===== src/rtl/pasm_pkg.sv =====
package pasm_pkg;

   localparam int STORE_DEPTH = 16;
   localparam int MAX_DEGREE  = 15;
   localparam int COEF_W      = 16;
   localparam int PROD_W      = 32;
   localparam int ACC_W       = 36;
   localparam int IDX_W       = 4;
   localparam int DEG_W       = 5;

   localparam logic [IDX_W-1:0] BASE_DEGREE = 4'd5;

   localparam logic [1:0] CMD_WRITE_A = 2'd0;
   localparam logic [1:0] CMD_WRITE_B = 2'd1;
   localparam logic [1:0] CMD_COMPUTE = 2'd2;
   localparam logic [1:0] CMD_CLEAR   = 2'd3;

   localparam logic [1:0] MODE_ADD    = 2'd0;
   localparam logic [1:0] MODE_SUB    = 2'd1;
   localparam logic [1:0] MODE_MUL    = 2'd2;
   localparam logic [1:0] MODE_UNUSED = 2'd3;

   typedef logic signed [COEF_W-1:0] coef_type;
   typedef logic signed [ACC_W-1:0]  acc_type;

   typedef struct packed {
      logic [1:0]       cmd;
      logic [IDX_W-1:0] coef_index;
      coef_type         coef_value;
   } req_type;

   typedef struct packed {
      logic [DEG_W-1:0] term_degree;
      acc_type          term_value;
      logic             last_term;
   } rsp_type;

   typedef struct packed {
      logic clr;
      logic start;
      logic step;
   } cell_ctrl_type;

endpackage


===== src/rtl/pasm_cell.sv =====
module pasm_cell
   import pasm_pkg::*;
(
   input  logic          clock,
   input  logic          reset,
   input  cell_ctrl_type ctrl,
   input  logic          we_a,
   input  logic          we_b,
   input  coef_type      wdata,
   input  coef_type      x,
   input  acc_type       s_in,
   output coef_type      a,
   output coef_type      b,
   output acc_type       sum,
   output acc_type       s
);

   coef_type a_ff, a_in;
   coef_type b_ff, b_in;
   acc_type  s_ff, s_in_nxt;
   logic signed [PROD_W-1:0] prod;

   assign prod = a_ff * x;
   assign sum  = s_in + {{(ACC_W-PROD_W){prod[PROD_W-1]}}, prod};

   always_comb begin
      a_in = a_ff;
      b_in = b_ff;
      if (ctrl.clr) begin
         a_in = '0;
         b_in = '0;
      end else begin
         if (we_a) a_in = wdata;
         if (we_b) b_in = wdata;
      end
   end

   // The partial sum travels towards cell zero, one cell on each step.
   always_comb begin
      s_in_nxt = s_ff;
      if (ctrl.start) s_in_nxt = '0;
      else if (ctrl.step) s_in_nxt = sum;
   end

   always_ff @(posedge clock) begin
      if (reset) begin
         a_ff <= '0;
         b_ff <= '0;
      end else begin
         a_ff <= a_in;
         b_ff <= b_in;
      end
      s_ff <= s_in_nxt;
   end

   assign a = a_ff;
   assign b = b_ff;
   assign s = s_ff;

endmodule


===== config.mk =====
export PLATFORM = sky130hd
export DESIGN_NAME = pasm_cell
export DESIGN_NICKNAME = d
export VERILOG_FILES = /design/src/rtl/pasm_pkg.sv /design/src/rtl/pasm_cell.sv
export SDC_FILE = /design/constraint.sdc
export NUM_CORES = 1
export LEC_CHECK = 0
export BUFFER_PORTS_ARGS = -buffer_cell sky130_fd_sc_hd__buf_2
export CELL_PAD_IN_SITES_DETAIL_PLACEMENT = 1
export CELL_PAD_IN_SITES_GLOBAL_PLACEMENT = 2
export CORE_ASPECT_RATIO = 2
export CORE_MARGIN = 8
export CORE_UTILIZATION = 38
export DETAILED_ROUTE_END_ITERATION = 12
export PLACE_DENSITY_LB_ADDON = 0.1
export RECOVER_POWER = 100
export SLEW_MARGIN = 30
export SYNTH_ARGS = -nofsm -noshare
export SYNTH_HDL_FRONTEND = slang
export SYNTH_SLANG_ARGS = --single-unit

===== constraint.sdc =====
create_clock -name clock -period 13.95 [get_ports clock]
set_input_delay 2.0925 -clock clock [delete_from_list [all_inputs] [get_ports clock]]
set_output_delay 2.0925 -clock clock [all_outputs]
set_load 0.05 [all_outputs]

==> results of run 1 <==
worst max-delay path, delay by kind of cell:
| family | cells | cell delay (ps) |
|---|---|---|
| compound gates | 10 | 2060 |
| xor+xnor | 2 | 340 |
| fa+ha+maj | 8 | 3730 |
| buf+inv | 5 | 1230 |
| simple gates | 4 | 1380 |
state kept, by name, indices dropped and copies added (netlist names):
signal	count
a	16
b	16
s	36
metal layers:
| layer | vias up | GRT usage |
|---|---|---|
| met4 | 4 | 0.06887 |
| li1 | 5240 | - |
| met2 | 190 | 0.4204 |
| met1 | 5731 | 0.2170 |
| met5 | - | 0 |
| met3 | 63 | 0.03256 |
layout make-up:
cell class                 count  area (µm²)
multi-input combinational   1158       11410
fill                        4472       21440
sequential                    68        1361
inverter                     304        1141
tap                          459       574.3
clock buffer                  11       242.7
clock inverter                 5       36.28
timing repair buffer         187       822.0
antenna                        2       5.005
synthesized netlist by cell type, types with 5 or more instances:
cell type,instances
sky130_fd_sc_hd__dfxtp_1,68
sky130_fd_sc_hd__o21bai_1,10
sky130_fd_sc_hd__a31o_2,5
sky130_fd_sc_hd__o21a_1,10
sky130_fd_sc_hd__or4_1,6
sky130_fd_sc_hd__a21oi_1,52
sky130_fd_sc_hd__mux2i_1,57
sky130_fd_sc_hd__clkbuf_1,57
sky130_fd_sc_hd__ha_1,118
sky130_fd_sc_hd__nand2_1,162
sky130_fd_sc_hd__xor2_1,15
sky130_fd_sc_hd__nand3_1,7
sky130_fd_sc_hd__o21ai_0,29
sky130_fd_sc_hd__a21o_1,12
sky130_fd_sc_hd__and3_1,6
sky130_fd_sc_hd__nand2b_1,9
sky130_fd_sc_hd__fa_1,263
sky130_fd_sc_hd__or3_1,10
sky130_fd_sc_hd__inv_1,304
sky130_fd_sc_hd__a211oi_1,5
sky130_fd_sc_hd__nand4_1,12
sky130_fd_sc_hd__xnor2_1,50
sky130_fd_sc_hd__o211ai_1,6
sky130_fd_sc_hd__nor3_1,17
sky130_fd_sc_hd__nor4_1,6
sky130_fd_sc_hd__nor2_1,108
sky130_fd_sc_hd__and2_1,122
cell usage in the layout, fill, tap and decap left out, types with 10 or more instances in the layout:
cell type                  count
sky130_fd_sc_hd__dfxtp_1      68
sky130_fd_sc_hd__o21bai_1     10
sky130_fd_sc_hd__a21o_1       12
sky130_fd_sc_hd__nor3_1       17
sky130_fd_sc_hd__and2_1      114
sky130_fd_sc_hd__inv_1       304
sky130_fd_sc_hd__nor2_1      108
sky130_fd_sc_hd__xnor2_1      50
sky130_fd_sc_hd__mux2i_1      57
sky130_fd_sc_hd__nand2_1     162
sky130_fd_sc_hd__ha_1        118
sky130_fd_sc_hd__clkbuf_1    108
sky130_fd_sc_hd__nand4_1      12
sky130_fd_sc_hd__fa_1        263
sky130_fd_sc_hd__o21a_1       10
sky130_fd_sc_hd__a21oi_1      53
sky130_fd_sc_hd__xor2_1       15
sky130_fd_sc_hd__buf_2        72
sky130_fd_sc_hd__or3_1        10
sky130_fd_sc_hd__o21ai_0      32
per-stage QoR:
| step | total power [mW] | instance area (µm²) | utilization | hold slack (ps) | instances |
|---|---|---|---|---|---|
| after floorplan | 2.291 | 14190 | - | 694.5 | 1594 |
| after CTS | 3.174 | 15760 | 0.4256 | 491.6 | 2192 |
| final | 3.059 | 15590 | 0.4210 | 485.5 | 2194 |
| after global placement | 2.901 | 15480 | 0.4181 | 461.8 | 2176 |
| after global routing | 3.302 | 15590 | 0.4209 | 515.8 | 2193 |
| after detailed placement | 2.906 | 15480 | 0.4181 | 479.1 | 2176 |
power groups by stage:
stage	clock, mW	combinational (mW)	sequential, mW
3_3_place_gp	0	2.65	0.251
2_1_floorplan	0	1.94	0.352
6_report	0.232	2.58	0.249
5_1_grt	0.248	2.80	0.253
3_5_place_dp	0	2.65	0.252
4_1_cts	0.243	2.68	0.248
kinds of logic (layout without fill, tap and decap cells):
group           Yosys count  after routing  share of synthesized area
fa+ha+maj               381            381                     0.4749
mux                      58             58                    0.04099
other cells               0              2                          0
simple gates            479            479                     0.1633
xor+xnor                 66             66                    0.04178
compound gates          174            174                    0.08541
buf+inv                 368            507                    0.09766
flops                    68             68                    0.09590
worst min path at each step:
stage	to	slack, ps	startpoint	cells after the start
final	s[7]$_SDFFE_PP0P_	490	s[7]$_SDFFE_PP0P_	2
after global placement	s[35]$_SDFFE_PP0P_	460	s[35]$_SDFFE_PP0P_	2
after floorplan	s[35]$_SDFFE_PP0P_	690	s[35]$_SDFFE_PP0P_	2
after CTS	s[35]$_SDFFE_PP0P_	490	s[35]$_SDFFE_PP0P_	2
after global routing	s[35]$_SDFFE_PP0P_	520	s[35]$_SDFFE_PP0P_	2
after detailed placement	b[12]$_SDFFE_PP0P_	480	b[12]$_SDFFE_PP0P_	2
==> PnR_summary.wiki, run 1 <==
{| class="wikitable"
! Metric !! Value
|-
| Via count || 11228
|-
| Final Hold Fails || 0
|-
| Buffers inserted by post-CTS timing repair || 0
|-
| Number of max-cap violations || 0
|-
| Wirelength, routed || 43890 µm
|-
| Summed instance area of the synthesized netlist || 14190 µm²
|-
| DIE WIDTH || roughly 150 µm
|-
| CTS-repair resized insts || 0
|-
| Initial drt markers || 201
|-
| Clk Tree Root Cell || sky130_fd_sc_hd__clkbuf_16
|-
| Worst vdd rail ir drop || about 0.45 mV
|-
| Number of buffers inserted during clock tree synthesis || 9
|-
| Clk network pwr share || 0.076
|-
| Mean number of vias per cell || 5.118
|-
| Total number of nets in the final design || 2184
|-
| Sw power || 1.972 mW
|-
| Die height || 289.3 µm
|-
| Final critical delay including setup and external delays || 12930 ps
|-
| DP Worst Slack || approximately 1300 ps
|-
| Syn_area_per_cell || 8.905 µm²
|-
| Number of flip-flops and latches in the synthesized netlist || about 70
|-
| Crit path arrival time || 10840 ps
|-
| Area fraction of the dominant cell type after synthesis || 0.3709
|-
| Transition time at the pin with the least slew margin || 1453 ps
|-
| Syn_nets || 2050
|-
| Wire length of the first global-routing pass || 72490 µm
|-
| Overall track demand over capacity in global routing || 0.2101
|-
| Lkg Pwr || 7.733 nW
|-
| RR Endpoint || s[35]$_SDFFE_PP0P_
|-
| WL/cell || ~20 µm
|-
| Synthesis warning total || 0
|-
| Share of flip-flops with an asynchronous set or reset after synthesis || 0
|-
| Routed length on met2 || 25230 µm
|-
| Crit path launch type || input port
|-
| Switching Fraction || 0.6446
|-
| Min-delay worst type || reg -> reg
|-
| Synthesis-to-finish area growth || 9.846%
|-
| Endpoint of the worst setup timing path || sum[35]
|-
| Portion of total power attributed to sequential cells || 0.081
|-
| Endpoint kind of the worst setup timing path || output pin
|-
| Clk pin slew, worst setup/hold paths || 60 ps
|-
| Site Rows || 100
|-
| Run status || finished, final reports clean
|-
| Synth Instances || around 1600
|-
| Master of the slowest instance on the critical path || sky130_fd_sc_hd__or4_1
|-
| Total grt overflow || 0
|-
| Clock tree from TritonCTS || yes
|-
| Amount of wire on met3 after detailed routing || 1282 µm
|-
| Final GP Congestion || 0.8714
|-
| DR DRC count || 0
|-
| Total routed wire length on the met1 layer || 16160 µm
|-
| Internal Dissipation || 1.087 mW
|-
| Delay of the slowest cell on the worst path || approximately 600 ps
|-
| Type of the worst setup path || in -> out
|-
| Count of hold buffers inserted by post-cts repair || 0
|-
| Number of global-route vias before repair || between 10000 and 15000
|-
| Setup slack, reg-to-reg || 4820 ps
|-
| Setup repair after global routing missed its margin || false
|-
| Sequential fraction of the synthesis area || 0.09590
|-
| Fraction of the cycle the final worst path needs || 0.9269
|-
| Number of antenna violations at the first check in global routing || 4
|-
| Buffers on Ports || around 180
|-
| Number of synthesized flops with an enable pin || 0
|-
| Count of endpoints failing setup in the final report || 0
|-
| Source of the critical timing path || x[2]
|-
| Power density cells || 196.2 nW/µm²
|-
| Share of cells above drive strength 1 || 0.06405
|-
| Comb power frac || 0.843
|-
| Die area || about 44000 µm²
|-
| Initial cell density of the core || 0.3833
|-
| Setup ws final || 1020 ps
|-
| Upper clock frequency limit || about 0.077 GHz
|-
| Commonest register cell after synthesis || sky130_fd_sc_hd__dfxtp_1
|-
| Core ar. || 37040 µm²
|-
| Top-level port count || 179
|-
| Worst reg2reg path depth || 31
|-
| Clock skew || 9.294 ps
|-
| DP HPWL || 37580 µm
|-
| Most used cell, CP || sky130_fd_sc_hd__fa_1
|-
| TritonCTS sink count || 68
|-
| Pins Over Slew Limit || 0
|-
| Relative slew margins || 0.03135
|-
| Most area-hungry cell type in the Yosys netlist || sky130_fd_sc_hd__fa_1
|-
| Level count of the clock H-tree || 3
|-
| Highest fanout seen on the critical path || 16
|-
| Highest metal used || met5
|-
| Final antenna-violating net count || 0
|-
| Yosys cell types || 71
|-
| Number of buffers on the longest clock path || 2
|-
| First-pass detailed-route iteration total || 4
|-
| Main area contributors after synthesis || sky130_fd_sc_hd__fa_1, sky130_fd_sc_hd__ha_1, sky130_fd_sc_hd__dfxtp_1, sky130_fd_sc_hd__inv_1, sky130_fd_sc_hd__and2_1
|-
| Worst path required time || 11860 ps
|-
| Reg-to-reg startpoint || a[7]$_SDFFE_PP0P_
|-
| Largest net degree at the start of global routing || 44
|-
| Total negative setup slack || 0 ps
|-
| Clk_lat worst skew || around 360 ps
|}
(Power assumes the default switching activity.)
==> inputs of run 2 (changes only) <==
--- a/config.mk
+++ b/config.mk
@@ -14,6 +14,7 @@
 export DETAILED_ROUTE_END_ITERATION = 12
 export PLACE_DENSITY_LB_ADDON = 0.1
 export RECOVER_POWER = 100
+export REMOVE_ABC_BUFFERS = 1
 export SLEW_MARGIN = 30
 export SYNTH_ARGS = -nofsm -noshare
 export SYNTH_HDL_FRONTEND = slang
==> run 2 against run 1 <==
  * Global-route usage grew 0.36 points
  * Setup slack gained 11 ps
  * Non-clock buffer count is the same
  * Sequential share of layout area is essentially flat
  * Cell area grew 0.18%
  * Via count grew 1.1%
  * Clock power grew 12%
  * Wire length grew 1.5%
  * The run now ends with capacitance limit, slew limit left
  * First-iteration DRC count shrank 1.5%
  * Combinational power is essentially flat
  * Worst hold slack is essentially flat
==> PnR_summary.wiki, run 2 (same netlist as run 1, synthesis figures left out) <==
{| class="wikitable"
! Metric !! Value
|-
| Most used cell, CP || sky130_fd_sc_hd__fa_1 (unchanged)
|-
| Top-level port count || 179 (unchanged)
|-
| Total negative setup slack || 0 ps (unchanged)
|-
| Wire length of the first global-routing pass || 73850 µm (was 72490 µm)
|-
| Final Hold Fails || 0 (unchanged)
|-
| Lkg Pwr || 7.761 nW (was 7.733 nW)
|-
| Synthesis-to-finish area growth || 10.05% (was 9.846%)
|-
| Initial cell density of the core || 0.3833 (unchanged)
|-
| Endpoint kind of the worst setup timing path || output pin (unchanged)
|-
| Crit path arrival time || 10830 ps (was 10840 ps)
|-
| Relative slew margins || -0.2954 (was 0.03135)
|-
| Clk network pwr share || 0.084 (was 0.076)
|-
| Share of cells above drive strength 1 || 0.06636 (was 0.06405)
|-
| Number of global-route vias before repair || 13387 (was 13265)
|-
| Final antenna-violating net count || 0 (unchanged)
|-
| Clock tree from TritonCTS || yes (unchanged)
|-
| Comb power frac || 0.836 (was 0.843)
|-
| Worst vdd rail ir drop || 0.4067 mV (was 0.4470 mV)
|-
| Worst reg2reg path depth || 29 (was 31)
|-
| CTS-repair resized insts || 0 (unchanged)
|-
| First-pass detailed-route iteration total || 4 (unchanged)
|-
| Pins Over Slew Limit || 33 (was 0)
|-
| Overall track demand over capacity in global routing || 0.2137 (was 0.2101)
|-
| Number of flip-flops under the largest register name || 36 (unchanged)
|-
| Clock skew || 13.47 ps (was 9.294 ps)
|-
| Number of antenna violations at the first check in global routing || 2 (was 4)
|-
| Number of buffers on the longest clock path || 2 (unchanged)
|-
| Type of the worst setup path || in -> out (unchanged)
|-
| Cell area after layout || 15620 µm² (was 15590 µm²)
|-
| Total power || 3.105 mW (was 3.059 mW)
|-
| Internal Dissipation || 1.110 mW (was 1.087 mW)
|-
| Upper clock frequency limit || 0.07740 GHz (was 0.07734 GHz)
|-
| Total grt overflow || 0 (unchanged)
|-
| Number of cells on the worst hold path || 2 (unchanged)
|-
| Min-delay worst type || reg -> reg (unchanged)
|-
| Core ar. || 37040 µm² (unchanged)
|-
| Final GP Congestion || 0.8120 (was 0.8714)
|-
| Power density cells || 198.8 nW/µm² (was 196.2 nW/µm²)
|-
| Portion of total power attributed to sequential cells || 0.080 (was 0.081)
|-
| Initial drt markers || 198 (was 201)
|-
| Count of endpoints failing setup in the final report || 0 (unchanged)
|-
| Fraction of the cycle the final worst path needs || 0.9261 (was 0.9269)
|-
| Violated checks || capacitance limit, slew limit
|-
| Delay of the slowest cell on the worst path || 600 ps (about the same)
|-
| Clk_lat worst skew || 370 ps (was 360 ps)
|-
| TritonCTS sink count || 68 (unchanged)
|-
| Largest net degree at the start of global routing || 44 (unchanged)
|-
| Run status || finished, violations left (was finished, final reports clean)
|-
| DR DRC count || 0 (unchanged)
|-
| Count of hold buffers inserted by post-cts repair || 0 (unchanged)
|-
| Post-route core utilization || 0.4218 (was 0.4210)
|-
| Buffers on Ports || 178 (unchanged)
|-
| Die area || 44170 µm² (unchanged)
|-
| Mean number of vias per cell || 5.178 (was 5.118)
|-
| Total number of nets in the final design || 2184 (unchanged)
|-
| Final critical delay including setup and external delays || 12920 ps (was 12930 ps)
|-
| Transition time at the pin with the least slew margin || 1943 ps (was 1453 ps)
|-
| Via count || 11355 (was 11228)
|-
| Master of the slowest instance on the critical path || sky130_fd_sc_hd__or4_1 (unchanged)
|-
| Clk Tree Root Cell || sky130_fd_sc_hd__clkbuf_16 (unchanged)
|-
| Wirelength, routed || 44560 µm (was 43890 µm)
|-
| Crit path launch type || input port (unchanged)
|-
| Number of buffers inserted during clock tree synthesis || 9 (unchanged)
|-
| Post-DP Area || 15480 µm² (unchanged)
|-
| WL/cell || 20.32 µm (was 20.01 µm)
|-
| Setup repair after global routing missed its margin || false (unchanged)
|-
| Site Rows || 100 (unchanged)
|-
| Number of max-cap violations || 1 (was 0)
|-
| Worst path required time || 11860 ps (about the same)
|-
| Switching Fraction || 0.6424 (was 0.6446)
|-
| Clk pin slew, worst setup/hold paths || 60 ps (about the same)
|-
| Highest fanout seen on the critical path || 16 (unchanged)
|-
| Die height || 289.3 µm (unchanged)
|-
| Commonest cells after routing, fill and taps aside || sky130_fd_sc_hd__inv_1, sky130_fd_sc_hd__fa_1, sky130_fd_sc_hd__nand2_1, sky130_fd_sc_hd__ha_1, sky130_fd_sc_hd__and2_1 (unchanged)
|-
| DIE WIDTH || 152.7 µm (unchanged)
|-
| Level count of the clock H-tree || 3 (unchanged)
|-
| Sw power || 1.995 mW (was 1.972 mW)
|-
| Buffers inserted by post-CTS timing repair || 0 (unchanged)
|-
| Most common cell after layout, fill and taps aside || sky130_fd_sc_hd__inv_1 (unchanged)
|-
| DP HPWL || 38300 µm (was 37580 µm)
|}
[run 2: routing by layer]
layer | vias up | part of all wire | global-route usage | wire (µm)
met4 | 2 | 0.022 | 0.05843 | 982
met1 | 5846 | 0.37 | 0.2209 | 16480
li1 | 5242 | - | - | -
met5 | - | 0.00027 | 0 | 12
met2 | 203 | 0.58 | 0.4345 | 25760
met3 | 62 | 0.030 | 0.03077 | 1323
[run 2: final timing paths]
kind	endpoint	slack, ps	start
max reg2reg	s[35]$_SDFFE_PP0P_	4850	a[8]$_SDFFE_PP0P_
max	sum[35]	1030	x[1]
min	s[35]$_SDFFE_PP0P_	490	s[35]$_SDFFE_PP0P_
min reg2reg	s[35]$_SDFFE_PP0P_	490	s[35]$_SDFFE_PP0P_
[run 2: area by class of cell]
| class | instances | area [µm²] |
|---|---|---|
| fill | 4477 | 21410 |
| multi-input combinational | 1158 | 11410 |
| sequential | 68 | 1361 |
| inverter | 304 | 1141 |
| timing repair buffer | 187 | 824.5 |
| tap | 459 | 574.3 |
| clock buffer | 9 | 225.2 |
| clock inverter | 7 | 82.58 |
| antenna | 1 | 2.502 |
[run 2: through the flow]
step                setup slack [ps]  instances  hold slack, ps
detailed placement              1411       2176           479.2
CTS                             1370       2192           490.2
global route                   442.9       2192           498.5
floorplan                       2080       1530           691.3
finish                          1031       2193           485.4
global placement                1531       2176           462.7
[run 2: critical path, delay by kind of cell]
| kind | cells | cell delay [ps] |
|---|---|---|
| AO/OA/AOI/OAI | 10 | 2070 |
| XOR/XNOR | 2 | 440 |
| adder cells (fa/ha/maj) | 8 | 3560 |
| buffers and inverters | 7 | 1240 |
| AND/OR/NAND/NOR | 4 | 1420 |
[run 2: power groups by stage]
stage / clock network, mW / logic, mW / registers (mW)
after floorplan: 0 / 1.92 / 0.354
after global placement: 0 / 2.66 / 0.252
after detailed placement: 0 / 2.67 / 0.253
after CTS: 0.270 / 2.70 / 0.249
after global routing: 0.273 / 2.83 / 0.254
final: 0.260 / 2.60 / 0.250
==> inputs of run 3 (changes only) <==
--- a/config.mk
+++ b/config.mk
@@ -9,7 +9,7 @@
 export CELL_PAD_IN_SITES_DETAIL_PLACEMENT = 1
 export CELL_PAD_IN_SITES_GLOBAL_PLACEMENT = 2
 export CORE_ASPECT_RATIO = 2
-export CORE_MARGIN = 8
+export CORE_MARGIN = 3
 export CORE_UTILIZATION = 38
 export DETAILED_ROUTE_END_ITERATION = 12
 export PLACE_DENSITY_LB_ADDON = 0.1
==> run 3 against run 2 <==
  * The flow now finishes without violations
  * Setup slack improved by 39 ps
  * Non-clock buffer count increased by 1
  * Sequential cell count unchanged
  * Core utilization increased by 0.42 points
  * Cell count decreased by 0.23%
==> PnR_summary.wiki, run 3 (same netlist as run 1, synthesis figures left out) <==
{| class="wikitable"
! Metric !! Value
|-
| Run status || finished, final reports clean (was finished, violations left)
|-
| Master of the slowest instance on the critical path || sky130_fd_sc_hd__clkbuf_1 (was sky130_fd_sc_hd__or4_1)
|-
| Number of buffers inserted during clock tree synthesis || 9 (unchanged)
|-
| Synthesis-to-finish area growth || 10.04% (was 10.05%)
|-
| Power density cells || 198.1 nW/µm² (was 198.8 nW/µm²)
|-
| Type of the worst setup path || in -> out (unchanged)
|-
| Number of diodes added for antenna fixing || 0 (was 1)
|-
| Most used cell, CP || sky130_fd_sc_hd__fa_1 (unchanged)
|-
| Number of flip-flops under the largest register name || 36 (unchanged)
|-
| Level count of the clock H-tree || 3 (unchanged)
|-
| Total power || 3.094 mW (was 3.105 mW)
|-
| Via count || 11345 (was 11355)
|-
| Number of global-route vias before repair || 13337 (was 13387)
|-
| Number of antenna violations at the first check in global routing || 0 (was 2)
|-
| Share of cells above drive strength 1 || 0.06574 (was 0.06636)
|-
| Post-route core utilization || 0.4260 (was 0.4218)
|-
| Setup repair after global routing missed its margin || false (unchanged)
|-
| Number of max-cap violations || 0 (was 1)
|-
| Buffers inserted by post-CTS timing repair || 0 (unchanged)
|-
| Die area || 39850 µm² (was 44170 µm²)
|-
| Setup slack, reg-to-reg || 4940 ps (was 4850 ps)
|-
| Endpoint kind of the worst setup timing path || output pin (unchanged)
|-
| Worst path required time || 11860 ps (about the same)
|-
| Number of buffers on the longest clock path || 2 (unchanged)
|-
| DR DRC count || 0 (unchanged)
|-
| Core ar. || 36670 µm² (was 37040 µm²)
|-
| Category of cells accounting for the largest share of critical-path delay || adder cells (unchanged)
|-
| DP HPWL || 36960 µm (was 38300 µm)
|-
| Upper clock frequency limit || 0.07764 GHz (was 0.07740 GHz)
|-
| Final GP Congestion || 0.9005 (was 0.8120)
|-
| DIE WIDTH || 142.7 µm (was 152.7 µm)
|-
| Cell area after layout || 15620 µm² (about the same)
|-
| Worst vdd rail ir drop || 0.4621 mV (was 0.4067 mV)
|-
| Sw power || 1.989 mW (was 1.995 mW)
|-
| Mean number of vias per cell || 5.185 (was 5.178)
|-
| Initial cell density of the core || 0.3871 (was 0.3833)
|-
| Fraction of the cycle the final worst path needs || 0.9233 (was 0.9261)
|-
| Highest-utilization routing layer at the global route stage || met2 (unchanged)
|-
| Transition time at the pin with the least slew margin || 1340 ps (was 1943 ps)
|-
| Fill cell count || 4428 (was 4477)
|-
| Crit path arrival time || 10790 ps (was 10830 ps)
|-
| Final Hold Fails || 0 (unchanged)
|-
| Total negative setup slack || 0 ps (unchanged)
|-
| Site Rows || 99 (was 100)
|-
| Wire length of the first global-routing pass || 71570 µm (was 73850 µm)
|-
| Overall track demand over capacity in global routing || 0.2285 (was 0.2137)
|-
| WL/cell || 19.64 µm (was 20.32 µm)
|-
| CTS-repair resized insts || 0 (unchanged)
|-
| Met1 Use GR || 0.2528 (was 0.2209)
|-
| Initial drt markers || 299 (was 198)
|-
| Clk pin slew, worst setup/hold paths || 70 ps (was 60 ps)
|-
| Clock skew || 9.893 ps (was 13.47 ps)
|-
| Min-delay worst type || reg -> reg (unchanged)
|-
| Total grt overflow || 0 (unchanged)
|-
| Count of hold buffers inserted by post-cts repair || 0 (unchanged)
|-
| Comb power frac || 0.837 (was 0.836)
|-
| Highest fanout seen on the critical path || 16 (unchanged)
|-
| Final antenna-violating net count || 0 (unchanged)
|-
| Buffering stage count on the worst path with inverters included || 5 (was 7)
|-
| Switching Fraction || 0.6428 (was 0.6424)
|-
| Post-DP Area || 15480 µm² (about the same)
|-
| Clock tree from TritonCTS || yes (unchanged)
|-
| Pins Over Slew Limit || 0 (was 33)
|-
| Portion of total power attributed to sequential cells || 0.080 (about the same)
|-
| Clk network pwr share || 0.083 (was 0.084)
|-
| Clk Tree Root Cell || sky130_fd_sc_hd__clkbuf_16 (unchanged)
|-
| Commonest cells after routing, fill and taps aside || sky130_fd_sc_hd__inv_1, sky130_fd_sc_hd__fa_1, sky130_fd_sc_hd__nand2_1, sky130_fd_sc_hd__ha_1, sky130_fd_sc_hd__and2_1 (unchanged)
|-
| Relative slew margins || 0.1064 (was -0.2954)
|-
| Most common cell after layout, fill and taps aside || sky130_fd_sc_hd__inv_1 (unchanged)
|-
| First-pass detailed-route iteration total || 4 (unchanged)
|-
| Lkg Pwr || 7.759 nW (was 7.761 nW)
|-
| Wirelength, routed || 42960 µm (was 44560 µm)
|-
| Die height || 279.3 µm (was 289.3 µm)
|-
| Top-level port count || 179 (unchanged)
|-
| Met3 Resource Use GR || 0.02955 (was 0.03077)
|-
| Internal Dissipation || 1.105 mW (was 1.110 mW)
|-
| Largest net degree at the start of global routing || 44 (unchanged)
|-
| Crit path launch type || input port (unchanged)
|-
| Delay of the slowest cell on the worst path || 570 ps (was 600 ps)
|-
| Buffers on Ports || 178 (unchanged)
|-
| Count of endpoints failing setup in the final report || 0 (unchanged)
|-
| Clk_lat worst skew || 370 ps (about the same)
|-
| GRT met2 Usage || 0.4433 (was 0.4345)
|-
| TritonCTS sink count || 68 (unchanged)
|-
| Final critical delay including setup and external delays || 12880 ps (was 12920 ps)
|-
| Total number of nets in the final design || 2185 (was 2184)
|}
## run 3: changes by cell type in the layout (fill, tap and decap cells not counted), sizes merged
cell    previous run  this run
diode              1         0
buf               84        82
clkbuf           112       115
## run 3: routing by layer
metal / wire, µm / up-vias
li1: - / 5242
met1: 15840 / 5821
met2: 24610 / 219
met3: 1288 / 63
met4: 1228 / 0
met5: 0 / -
## run 3: area by class of cell
type / instances / area [µm²] / share of cell area
Clock buffer: 9 / 225.2 / 0.01442
Multi-Input combinational cell: 1158 / 11410 / 0.7305
Clock inverter: 7 / 82.58 / 0.005287
Inverter: 304 / 1141 / 0.07305
Tap cell: 454 / 568.0 / 0.03637
Sequential cell: 68 / 1361 / 0.08715
Timing Repair Buffer: 188 / 830.8 / 0.05319
## run 3: power by group through the flow
stage | registers (mW) | logic [mW] | clock network [mW]
2_1_floorplan | 0.354 | 1.92 | 0
3_3_place_gp | 0.251 | 2.65 | 0
5_1_grt | 0.253 | 2.83 | 0.273
6_report | 0.248 | 2.59 | 0.256
3_5_place_dp | 0.251 | 2.66 | 0
4_1_cts | 0.248 | 2.69 | 0.266
## run 3: worst reg2reg max path, delay by kind of cell (launching register included)
kind	cells	cell delay, ps
AO/OA/AOI/OAI	10	2080
XOR/XNOR	2	430
adder cells (fa/ha/maj)	8	3540
buffers and inverters	4	240
flip-flops	1	940
AND/OR/NAND/NOR	6	1640
## run 3: final timing paths
path	end	startpoint	depth (start not counted)
setup / recovery	sum[34]	x[2]	32
hold / removal	s[35]$_SDFFE_PP0P_	s[35]$_SDFFE_PP0P_	2
setup reg to reg	s[35]$_SDFFE_PP0P_	a[10]$_SDFFE_PP0P_	30
hold reg to reg	s[35]$_SDFFE_PP0P_	s[35]$_SDFFE_PP0P_	2
## run 3: metrics by stage
step                std cells  hold WS (ps)  worst slack, ps
floorplan                1530         691.3             2080
global placement         2172         462.8             1546
detailed placement       2172         466.7             1463
CTS                      2188         484.0             1400
global route             2188         515.0            398.0
finish                   2188         480.9             1070
